`src/sv/tpb_pkg.sv`:
```
package tpb_pkg;

    localparam int BANK_BYTES_DEF  = 2048;
    localparam int MAX_ENTRIES_DEF = 32;
    localparam int MAX_PACKET_DEF  = 255;
    localparam int QUEUE_DEPTH     = 4;

    localparam int HDR_LEN  = 9;
    localparam int ENT_LEN  = 6;
    localparam int ENT_HDR_BYTES = 7;
    localparam int OFF_MAX_W = 16;

    localparam logic [7:0]  H4_BYTE      = 8'h04;
    localparam logic [7:0]  TRUNC_FLAG   = 8'h01;
    localparam logic [7:0]  CODE_SKIP_A  = 8'h0E;
    localparam logic [7:0]  CODE_SKIP_B  = 8'h0F;
    localparam logic [63:0] DELTA_MAX    = 64'h0000_0000_0000_FFFF;
    localparam logic [15:0] SILENCE_MAX  = 16'hFFFF;
    localparam logic [15:0] LINGER_RESET = 16'd10;
    localparam logic [3:0]  PKT_OFFSET   = 4'd15;

    typedef enum logic [1:0] {
        OP_EVENT = 2'd0,
        OP_TICK  = 2'd1,
        OP_FLUSH = 2'd2,
        OP_READ  = 2'd3
    } op_t;

    localparam logic [1:0] KIND_NONE   = 2'd0;
    localparam logic [1:0] KIND_PACKET = 2'd1;
    localparam logic [1:0] KIND_BATCH  = 2'd2;

    localparam logic CFG_CAPTURE = 1'b0;
    localparam logic CFG_LINGER  = 1'b1;

    typedef struct packed {
        logic [1:0]  frame_kind;
        logic [3:0]  frame_offset;
        logic [11:0] frame_length;
        logic [63:0] frame_time_us;
        logic [12:0] original_length;
        logic        truncated;
        logic [31:0] captured_count;
    } res_t;

    typedef struct packed {
        res_t                 res;
        logic                 rd_mem;
        logic                 rd_bank;
        logic [OFF_MAX_W-1:0] rd_off;
        logic [7:0]           rd_byte;
        logic                 ent_en;
        logic                 wr_bank;
        logic [OFF_MAX_W-1:0] ent_off;
        logic [8*ENT_HDR_BYTES-1:0] ent_bytes;
        logic                 dat_en;
        logic [OFF_MAX_W-1:0] dat_off;
        logic [7:0]           dat_byte;
    } job_t;

endpackage

```
`src/sv/tpb_if.sv`:
```
interface tpb_in_if;
    logic        valid;
    logic        ready;
    logic [1:0]  op;
    logic        first_of_event;
    logic        last_of_event;
    logic [7:0]  data_byte;
    logic [11:0] event_length;
    logic [63:0] arrival_time_us;
    logic [10:0] read_address;

    modport source (output valid, op, first_of_event, last_of_event, data_byte,
                    event_length, arrival_time_us, read_address, input ready);
    modport sink (input valid, op, first_of_event, last_of_event, data_byte,
                  event_length, arrival_time_us, read_address, output ready);
endinterface


```
`src/sv/tpb_front.sv`:
```
module tpb_front #(
    parameter int BANK_BYTES  = tpb_pkg::BANK_BYTES_DEF,
    parameter int MAX_ENTRIES = tpb_pkg::MAX_ENTRIES_DEF,
    parameter int MAX_PACKET  = tpb_pkg::MAX_PACKET_DEF
) (
    input  logic          clk,
    input  logic          rst_n,
    input  logic          cfg_we,
    input  logic          cfg_index,
    input  logic [15:0]   cfg_data,
    tpb_in_if.sink        events,
    input  logic          q_full,
    output logic          push,
    output tpb_pkg::job_t job
);
    import tpb_pkg::*;

    localparam int FILL_W = $clog2(BANK_BYTES + 1);
    localparam int CNT_W  = $clog2(MAX_ENTRIES + 1);
    localparam int ROOM   = BANK_BYTES - HDR_LEN - ENT_LEN;
    localparam int CAP    = (MAX_PACKET < ROOM) ? MAX_PACKET : ROOM;

    typedef struct packed {
        logic              bank;
        logic [FILL_W-1:0] fill;
        logic [CNT_W-1:0]  cnt;
        logic [63:0]       base;
        logic [63:0]       last;
        logic [7:0]        left;
        logic              acc;
        logic [15:0]       silence;
        logic              armed;
        logic [31:0]       total;
        logic [12:0]       p_full;
        logic              p_trunc;
        logic [7:0]        p_take;
    } fst_t;

    typedef struct packed {
        fst_t s;
        res_t r;
        logic hw;
    } close_t;

    function automatic close_t do_close(fst_t s);
        close_t c;
        c = '0;
        c.s = s;
        if (s.cnt == CNT_W'(1)) begin
            c.r.frame_kind      = KIND_PACKET;
            c.r.frame_offset    = PKT_OFFSET;
            c.r.frame_length    = {4'd0, s.p_take};
            c.r.frame_time_us   = s.base;
            c.r.original_length = s.p_full;
            c.r.truncated       = s.p_trunc;
        end else if (s.cnt != '0) begin
            c.r.frame_kind    = KIND_BATCH;
            c.r.frame_length  = 12'(32'(s.fill));
            c.r.frame_time_us = s.base;
            c.hw = 1'b1;
        end
        if (s.cnt != '0) begin
            c.s.bank = ~s.bank;
            c.s.fill = FILL_W'(HDR_LEN);
            c.s.cnt  = '0;
        end
        c.s.acc     = 1'b0;
        c.s.left    = '0;
        c.s.armed   = 1'b0;
        c.s.silence = '0;
        return c;
    endfunction

    fst_t        st_reg, st_next;
    logic        cap_en_reg;
    logic [15:0] linger_reg;
    logic [63:0] hdr_time_reg [2];
    logic [7:0]  hdr_cnt_reg [2];
    logic        hdr_we;
    logic        hdr_bank;
    logic [63:0] hdr_time;
    logic [7:0]  hdr_cnt;

    fst_t        s;
    close_t      c;
    logic [12:0] full;
    logic [7:0]  take;
    logic        trunc;
    logic [63:0] diff;
    logic [15:0] dt;
    logic        rb;

    assign events.ready = !q_full;
    assign push = events.valid && !q_full;

    always_comb
    begin
        s = st_reg;
        c = '0;
        job = '0;
        hdr_we = 1'b0;
        hdr_bank = st_reg.bank;
        hdr_time = st_reg.base;
        hdr_cnt = 8'(32'(st_reg.cnt));
        full = {1'b0, events.event_length} + 13'd1;
        trunc = 32'(full) > CAP;
        take = trunc ? 8'(CAP) : full[7:0];
        diff = events.arrival_time_us - st_reg.last;
        dt = '0;
        rb = ~st_reg.bank;
        case (op_t'(events.op))
            OP_EVENT:
            begin
                if (events.first_of_event)
                begin
                    s.acc = 1'b0;
                    s.left = '0;
                    if (cap_en_reg && events.event_length != '0 &&
                        events.data_byte != CODE_SKIP_A && events.data_byte != CODE_SKIP_B)
                    begin
                        if (s.cnt != '0 && (events.arrival_time_us < s.last || diff > DELTA_MAX ||
                            32'(s.fill) + ENT_LEN + 32'(take) > BANK_BYTES ||
                            32'(s.cnt) >= MAX_ENTRIES))
                        begin
                            c = do_close(s);
                            job.res = c.r;
                            hdr_we = c.hw;
                            s = c.s;
                        end
                        if (s.cnt == '0)
                        begin
                            s.base = events.arrival_time_us;
                            s.last = events.arrival_time_us;
                            s.p_full = full;
                            s.p_trunc = trunc;
                            s.p_take = take;
                            dt = '0;
                        end
                        else
                        begin
                            dt = diff[15:0];
                        end
                        job.ent_en = 1'b1;
                        job.wr_bank = s.bank;
                        job.ent_off = OFF_MAX_W'(32'(s.fill));
                        job.ent_bytes = {H4_BYTE, take, trunc ? TRUNC_FLAG : 8'd0,
                                         {3'd0, full[12:8]}, full[7:0], dt[15:8], dt[7:0]};
                        s.fill = FILL_W'(32'(s.fill) + ENT_LEN + 32'(take));
                        s.left = take - 8'd1;
                        s.last = events.arrival_time_us;
                        s.cnt = s.cnt + CNT_W'(1);
                        s.total = s.total + 32'd1;
                        s.acc = 1'b1;
                        s.armed = 1'b1;
                        s.silence = '0;
                    end
                end
                if (s.acc)
                begin
                    if (s.left != '0)
                    begin
                        job.dat_en = 1'b1;
                        job.wr_bank = s.bank;
                        job.dat_off = OFF_MAX_W'(32'(s.fill) - 32'(s.left));
                        job.dat_byte = events.data_byte;
                        s.left = s.left - 8'd1;
                    end
                    if (events.last_of_event)
                    begin
                        s.acc = 1'b0;
                        s.left = '0;
                        if (32'(s.cnt) >= MAX_ENTRIES)
                        begin
                            hdr_bank = s.bank;
                            hdr_time = s.base;
                            hdr_cnt = 8'(32'(s.cnt));
                            c = do_close(s);
                            job.res = c.r;
                            hdr_we = c.hw;
                            s = c.s;
                        end
                    end
                end
            end
            OP_TICK:
            begin
                if (s.armed)
                begin
                    if (s.silence != SILENCE_MAX)
                    begin
                        s.silence = s.silence + 16'd1;
                    end
                    if (s.silence >= linger_reg)
                    begin
                        c = do_close(s);
                        job.res = c.r;
                        hdr_we = c.hw;
                        s = c.s;
                    end
                end
            end
            OP_FLUSH:
            begin
                c = do_close(s);
                job.res = c.r;
                hdr_we = c.hw;
                s = c.s;
            end
            OP_READ:
            begin
                job.rd_bank = rb;
                if (32'(events.read_address) < HDR_LEN)
                begin
                    if (32'(events.read_address) == HDR_LEN - 1)
                    begin
                        job.rd_byte = hdr_cnt_reg[rb];
                    end
                    else
                    begin
                        job.rd_byte = 8'(hdr_time_reg[rb] >> {events.read_address[2:0], 3'd0});
                    end
                end
                else if (32'(events.read_address) < BANK_BYTES)
                begin
                    job.rd_mem = 1'b1;
                    job.rd_off = OFF_MAX_W'(32'(events.read_address));
                end
            end
            default:
            begin
                s = st_reg;
            end
        endcase
        job.res.captured_count = s.total;
        st_next = s;
    end

    always_ff @(posedge clk or negedge rst_n)
    begin
        if (!rst_n)
        begin
            st_reg <= '0;
            st_reg.fill <= FILL_W'(HDR_LEN);
            cap_en_reg <= 1'b0;
            linger_reg <= LINGER_RESET;
        end
        else
        begin
            if (push)
            begin
                st_reg <= st_next;
            end
            if (cfg_we && cfg_index == CFG_CAPTURE)
            begin
                cap_en_reg <= cfg_data[0];
            end
            if (cfg_we && cfg_index == CFG_LINGER)
            begin
                linger_reg <= cfg_data;
            end
        end
    end

    always_ff @(posedge clk)
    begin
        if (push && hdr_we)
        begin
            hdr_time_reg[hdr_bank] <= hdr_time;
            hdr_cnt_reg[hdr_bank] <= hdr_cnt;
        end
    end

endmodule

```
`src/flat_wrapper.sv`:
```
// flat-port wrapper written by rule: the top's interface ports become plain ports
module tpb_front_flat import tpb_pkg::*;
#(
    parameter int BANK_BYTES  = tpb_pkg::BANK_BYTES_DEF,
    parameter int MAX_ENTRIES = tpb_pkg::MAX_ENTRIES_DEF,
    parameter int MAX_PACKET  = tpb_pkg::MAX_PACKET_DEF
)
  (clk, rst_n, cfg_we, cfg_index, cfg_data, q_full, push, job, events_valid, events_op, events_first_of_event, events_last_of_event, events_data_byte, events_event_length, events_arrival_time_us, events_read_address, events_ready);
  tpb_in_if events_i ();
  input  logic clk;
  input  logic rst_n;
  input  logic cfg_we;
  input  logic cfg_index;
  input  logic [15:0] cfg_data;
  input  logic q_full;
  output logic push;
  output tpb_pkg::job_t job;
  input wire logic [$bits(events_i.valid)-1:0] events_valid;
  input wire logic [$bits(events_i.op)-1:0] events_op;
  input wire logic [$bits(events_i.first_of_event)-1:0] events_first_of_event;
  input wire logic [$bits(events_i.last_of_event)-1:0] events_last_of_event;
  input wire logic [$bits(events_i.data_byte)-1:0] events_data_byte;
  input wire logic [$bits(events_i.event_length)-1:0] events_event_length;
  input wire logic [$bits(events_i.arrival_time_us)-1:0] events_arrival_time_us;
  input wire logic [$bits(events_i.read_address)-1:0] events_read_address;
  output wire logic [$bits(events_i.ready)-1:0] events_ready;
  assign events_i.valid = events_valid;
  assign events_i.op = events_op;
  assign events_i.first_of_event = events_first_of_event;
  assign events_i.last_of_event = events_last_of_event;
  assign events_i.data_byte = events_data_byte;
  assign events_i.event_length = events_event_length;
  assign events_i.arrival_time_us = events_arrival_time_us;
  assign events_i.read_address = events_read_address;
  assign events_ready = events_i.ready;
  tpb_front #(.BANK_BYTES(BANK_BYTES), .MAX_ENTRIES(MAX_ENTRIES), .MAX_PACKET(MAX_PACKET)) u_core (.clk(clk), .rst_n(rst_n), .cfg_we(cfg_we), .cfg_index(cfg_index), .cfg_data(cfg_data), .events(events_i), .q_full(q_full), .push(push), .job(job));
endmodule
```
`config.mk`:
```
export PLATFORM = sky130hd
export DESIGN_NAME = tpb_front_flat
export DESIGN_NICKNAME = d
export VERILOG_FILES = /design/src/sv/tpb_pkg.sv /design/src/sv/tpb_if.sv /design/src/sv/tpb_front.sv /design/src/flat_wrapper.sv
export SDC_FILE = /design/constraint.sdc
export NUM_CORES = 1
export LEC_CHECK = 0
export BUFFER_PORTS_ARGS = -buffer_cell sky130_fd_sc_hd__buf_2
export CORE_ASPECT_RATIO = 0.6
export CORE_UTILIZATION = 45
export DETAILED_ROUTE_END_ITERATION = 12
export PLACE_DENSITY = 0.65
export SLEW_MARGIN = 20
export SYNTH_ARGS = -nofsm -noshare
export SYNTH_HDL_FRONTEND = slang
export SYNTH_SLANG_ARGS = --single-unit
```
`constraint.sdc`:
```
create_clock -name clk -period 21.6 [get_ports clk]
set_input_delay 4.32 -clock clk [delete_from_list [all_inputs] [get_ports clk]]
set_output_delay 4.32 -clock clk [all_outputs]
set_load 0.05 [all_outputs]
```
== Yosys cells after proc, flatten, opt, wreduce, memory -nomap -nowiden ==
Memory sizes are Yosys's and may differ from the RTL's.
Index checks and enable logic that the tools add are counted.
Word-level totals
  ROM bits: 0
  latch bits: 0
  flip-flop bits (word level): 244
  bits in writable memories: 144
  word-level logic and storage cells: 161
  memories kept: 2
  input port bits: 121
Memory list
  u_core.hdr_time_reg: depth 2, width 64, rd ports 1, clocked after memory_dff 0, write ports 1, line tpb_front.sv:77  | logic [63:0] hdr_time_reg [2];
  u_core.hdr_cnt_reg: depth 2, width 8, rd ports 1, clocked after memory_dff 0, write ports 1, line tpb_front.sv:78  | logic [7:0] hdr_cnt_reg [2];
Cells by class
  multipliers: 0
  bitwise operators: 5
  order comparisons: 8
  divide/modulo/power cells: 0
  shift operators: 1
  equality and inequality tests: 11
  add/subtract/negate cells: 12
  muxes and demuxes: 84
  reduce and logical (&&, ||, !) cells: 23
Operators by type and width (count)
  227-bit two-way mux: 12
  128-bit two-way mux: 9
  227-bit case mux with 3 select lines: 1
  128-bit case mux with 3 select lines: 1
  76-bit two-way mux: 4
  64-bit two-way mux: 4
  74-bit two-way mux: 2
  99-bit two-way mux: 1
  64-bit by 16-bit > comparator with 1-bit output (second input constant): 1
  64-bit less-than comparator: 1
  16-bit two-way mux: 4
  64-bit by 6-bit >> shifter with 8-bit output: 1
  64-bit subtractor: 1
  8-bit two-way mux: 7
  25-bit two-way mux: 2
  19-bit two-way mux: 2
  32-bit by 1-bit adder with 32-bit output (second input constant): 1
  32-bit by 8-bit adder with 32-bit output: 1
  32-bit by 12-bit > comparator with 1-bit output (second input constant): 1
  14-bit two-way mux: 2
  26-bit two-way mux: 1
  1-bit two-way mux: 22
  22-bit two-way mux: 1
  16-bit by 1-bit adder with 16-bit output (second input constant): 1
  other kinds (36): 61

== Depth between registers and ports, before layout ==
  depth after elaboration: 27
  depth in mapped cells: 47

== Worst setup path after synthesis ==
OpenSTA, ideal clock, no wires.
  path type: input-to-output
  start: in events_event_length[4]
  end: out job[21] (netlist bit)
  cell stages on the path: 42
  arrival time: 13.809 ns
  data required time: 17.280 ns
  path slack: 3.471 ns
  buffers on the path: 6
  cells stage by stage: buf_2 > and4_1 > nand3_1 > or3_1 > a21boi_2 > and2_1 > clkbuf_1 > nand2_1 > ha_1 > inv_1 > fa_1 > nor2b_1 > or3_1 > nand2_1 > a31oi_1 > o2bb2ai_1 > xnor2_1 > nor4b_1 > [... 6 more ...] > clkbuf_1 > nand2_1 > ha_1 > inv_1 > ha_1 > inv_1 > fa_1 > o21ai_0 > ha_1 > a21o_1 > a21o_1 > a21o_1 > a21oi_1 > o21bai_1 > a21oi_1 > nand2_1 > nor4_1 > buf_4
RTL lines
  start, declared: line flat_wrapper.sv:23  | input wire logic [$bits(events_i.event_length)-1:0] events_event_length;
  end, declared: line flat_wrapper.sv:17  | output tpb_pkg::job_t job;

==> results.yml <==
place:
  dp_hpwl_mm: 80.7
  gp_congestion: 1.02
  dpl_cell_area_mm2: 0.0285
  port_buffers: 349
die:
  initial_core_util: 0.462
  rows: 68
  ios: 376
  die_h_um: 191
  core_area_mm2: 0.0583
  die_area_mm2: 0.0608
  die_w_um: 318
global_route:
  grt_max_degree: 140
  antenna_found_initial: 10
  grtUsageTotal: 0.331
  globalRoute.totalOverflow: 0
  grt_pass1_vias: 22300
  grt_pass1_wl_mm: 149
logic_synthesis:
  synthCells: 3058
  synth_top_area_share: 0.223
  synth-edff-count: 140
  synth_seq_cells: 384
  netlist_area_mm2: 0.0269
  yosysTopAreaCell: "dfrtp_1"
  synthArstFlopShare: 0.635
  yosysSeqAreaShare: 0.383
  syn_area_per_cell_um2: 8.80
  ys.flop_type: "dfrtp_1"
  post-synth-top-count-cell: "nand2_1"
  synthTopCellsByCount: "nand2_1 (460), dfrtp_1 (240), o21ai_0 (221)"
  synthTopCellsByArea: "dfrtp_1 (22%), edfxtp_1 (16%), nand2_1 (6.4%)"
  yosysUniqueCellTypes: 105
  yosys_warnings: 0
clock_network:
  insertion_delay_ns: 0.59
  cts_setup_buffers: 0
  cts.sinks: 384
  path_clk_slew_ns: 0.06
  cts_resized: 0
  holdBufCountCts: 0
  root_buffer: "clkbuf_16"
  htreeDepth: 2
  clk_path_buf_depth: 3
  cts_tree: "yes"
  cts-buffers-inserted: 39
drt:
  drc_errors: 0
  vias: 24300
  routed_wl_mm: 102
  final_antenna_net_count: 0
  drt-initial-drc-count: 2773
  drt_pass1_iterations: 5
  wl_per_cell_um: 25.5
  routed_via_density: 6.04
timing:
  skew_ns: 0.0207
  min_period_over_period: 0.840
  maxSlewViolCount: 0
  rsz0062_at_grt: "false"
  fin_setup_tns_ns: 0
  hold_viol: 0
  post-route-min-period_ns: 18.15
  setup_viol: 0
  fmax_mhz: 55.1
  relSlewSlack: 0.211
  worstMarginPinSlew_ns: 1.17
finish:
  design_area_mm2: 0.0298
  area_growth_syn_to_layout_pct: 10.8
  largest_register_ffs: 227
  layout.nets: 3463
  drive_gt1_frac: 0.177
worst_setup_path:
  crit_start: "events_event_length[3]"
  path_depth: 41
  crit_type: "input port to primary output"
  crit_buf_inv: 7
  worst_ep_arrival_time_ns: 13.83
  worstSetupEndpoint: "job[20]"
  slowest_stage: "and2_1"
  crit_fanout: 16
  worstReg2RegEnd: "u_core.st_reg[225]$_DFFE_PN0P_"
  cpPeakStageDelay_ns: 0.49
  r2r-start: "u_core.st_reg[118]$_DFFE_PN0P_"
  reg2reg_depth: 33
  end_kind: "primary output"
  path_delay_family: "simple AND/OR/NAND/NOR gates"
  startpoint_type: "input port"
  reg2reg_slack_ns: 13.18
  crit_required_ns: 17.28
outcome:
  status: "complete, no violations"
hold_path:
  hp-class: "register to register"
power_and_ir_drop:
  p_leak_nw: 13.3
  power.density_mw_per_mm2: 82.3
  ir_worst_vdd_uv: 47.2
job:
  drv_cap: 0
per-layer routing:
metal / routed length, µm / vias up / GRT usage
met5: 200 / - / 0.0214
met2: 37000 / 1132 / 0.398
li1: - / 11100 / -
met1: 50800 / 11900 / 0.528
met3: 12700 / 107 / 0.132
met4: 1700 / 4 / 0.0696
power breakdown:
group          total (mW)  internal, mW  switching [mW]  leakage [nW]
registers           0.877         0.812          0.0651          4.55
logic               0.849         0.299           0.550          8.05
clock network       0.727         0.413           0.313         0.649
total                2.45          1.52           0.929          13.3
worst min-delay path by stage:
stage | endpoint | cells past startpoint | from | slack [ns]
global placement | u_core.st_reg[88]$_DFFE_PN0P_ | 2 | u_core.st_reg[88]$_DFFE_PN0P_ | 0.47
floorplan | u_core.st_reg[13]$_DFFE_PN0P_ | 1 | u_core.st_reg[13]$_DFFE_PN0P_ | 0.45
CTS | u_core.st_reg[122]$_DFFE_PN0P_ | 2 | u_core.st_reg[122]$_DFFE_PN0P_ | 0.48
finish | u_core.st_reg[101]$_DFFE_PN0P_ | 2 | u_core.st_reg[101]$_DFFE_PN0P_ | 0.48
global route | u_core.st_reg[101]$_DFFE_PN0P_ | 2 | u_core.st_reg[101]$_DFFE_PN0P_ | 0.50
detailed placement | u_core.st_reg[122]$_DFFE_PN0P_ | 2 | u_core.st_reg[122]$_DFFE_PN0P_ | 0.47
through the flow:
stage	cells	power, mW	util	setup slack (ns)	hold slack (ns)
after global routing	4015	2.57	0.511	2.52	0.504
after CTS	4010	2.44	0.511	3.69	0.484
after detailed placement	3940	1.71	0.488	3.74	0.470
after floorplan	3083	1.46	-	3.47	0.448
after global placement	3940	1.71	0.488	3.87	0.465
final	4016	2.45	0.511	3.45	0.480
layout make-up:
class	instances	area, µm²
antenna	6	15.0
clock buffer	49	1060
clock inverter	21	267
fill	5467	28500
inverter	157	589
multi-input combinational	2252	14600
sequential	384	10300
tap	770	963
timing repair buffer	377	1980
layout by cell type (no fill, tap or decap), types with 39 or more instances in the layout:
master     count
nand3_1       64
dfrtp_1      239
nand4_1       41
nand2_1      459
o21ai_0      221
clkbuf_16     39
inv_1        155
nor3_1        53
xnor2_1       56
a21o_1        43
mux4_2        40
ha_1         127
a21oi_1      182
nor2_1       188
and3_1        40
buf_2        348
a22o_1        96
and2_1       122
edfxtp_1     140
worst register-to-register path, delay by kind of cell, from the launching register on:
family                   cells  cell delay [ns]
AND/OR/NAND/NOR             14             4.17
AO/OA/AOI/OAI                9             1.74
adder cells (fa/ha/maj)      4             1.42
buffers and inverters        6             0.57
flip-flops                   1             0.36
logic make-up after synthesis:
| kind of cell | count (synthesis) | synth area share |
|---|---|---|
| other cells | 1 | 0.000139 |
| fa+ha+maj | 131 | 0.0620 |
| simple gates | 1135 | 0.205 |
| xor+xnor | 89 | 0.0290 |
| flops | 384 | 0.383 |
| mux | 85 | 0.0514 |
| buf+inv | 447 | 0.0780 |
| compound gates | 786 | 0.191 |
Note: power is estimated with default switching activity, not from simulation.
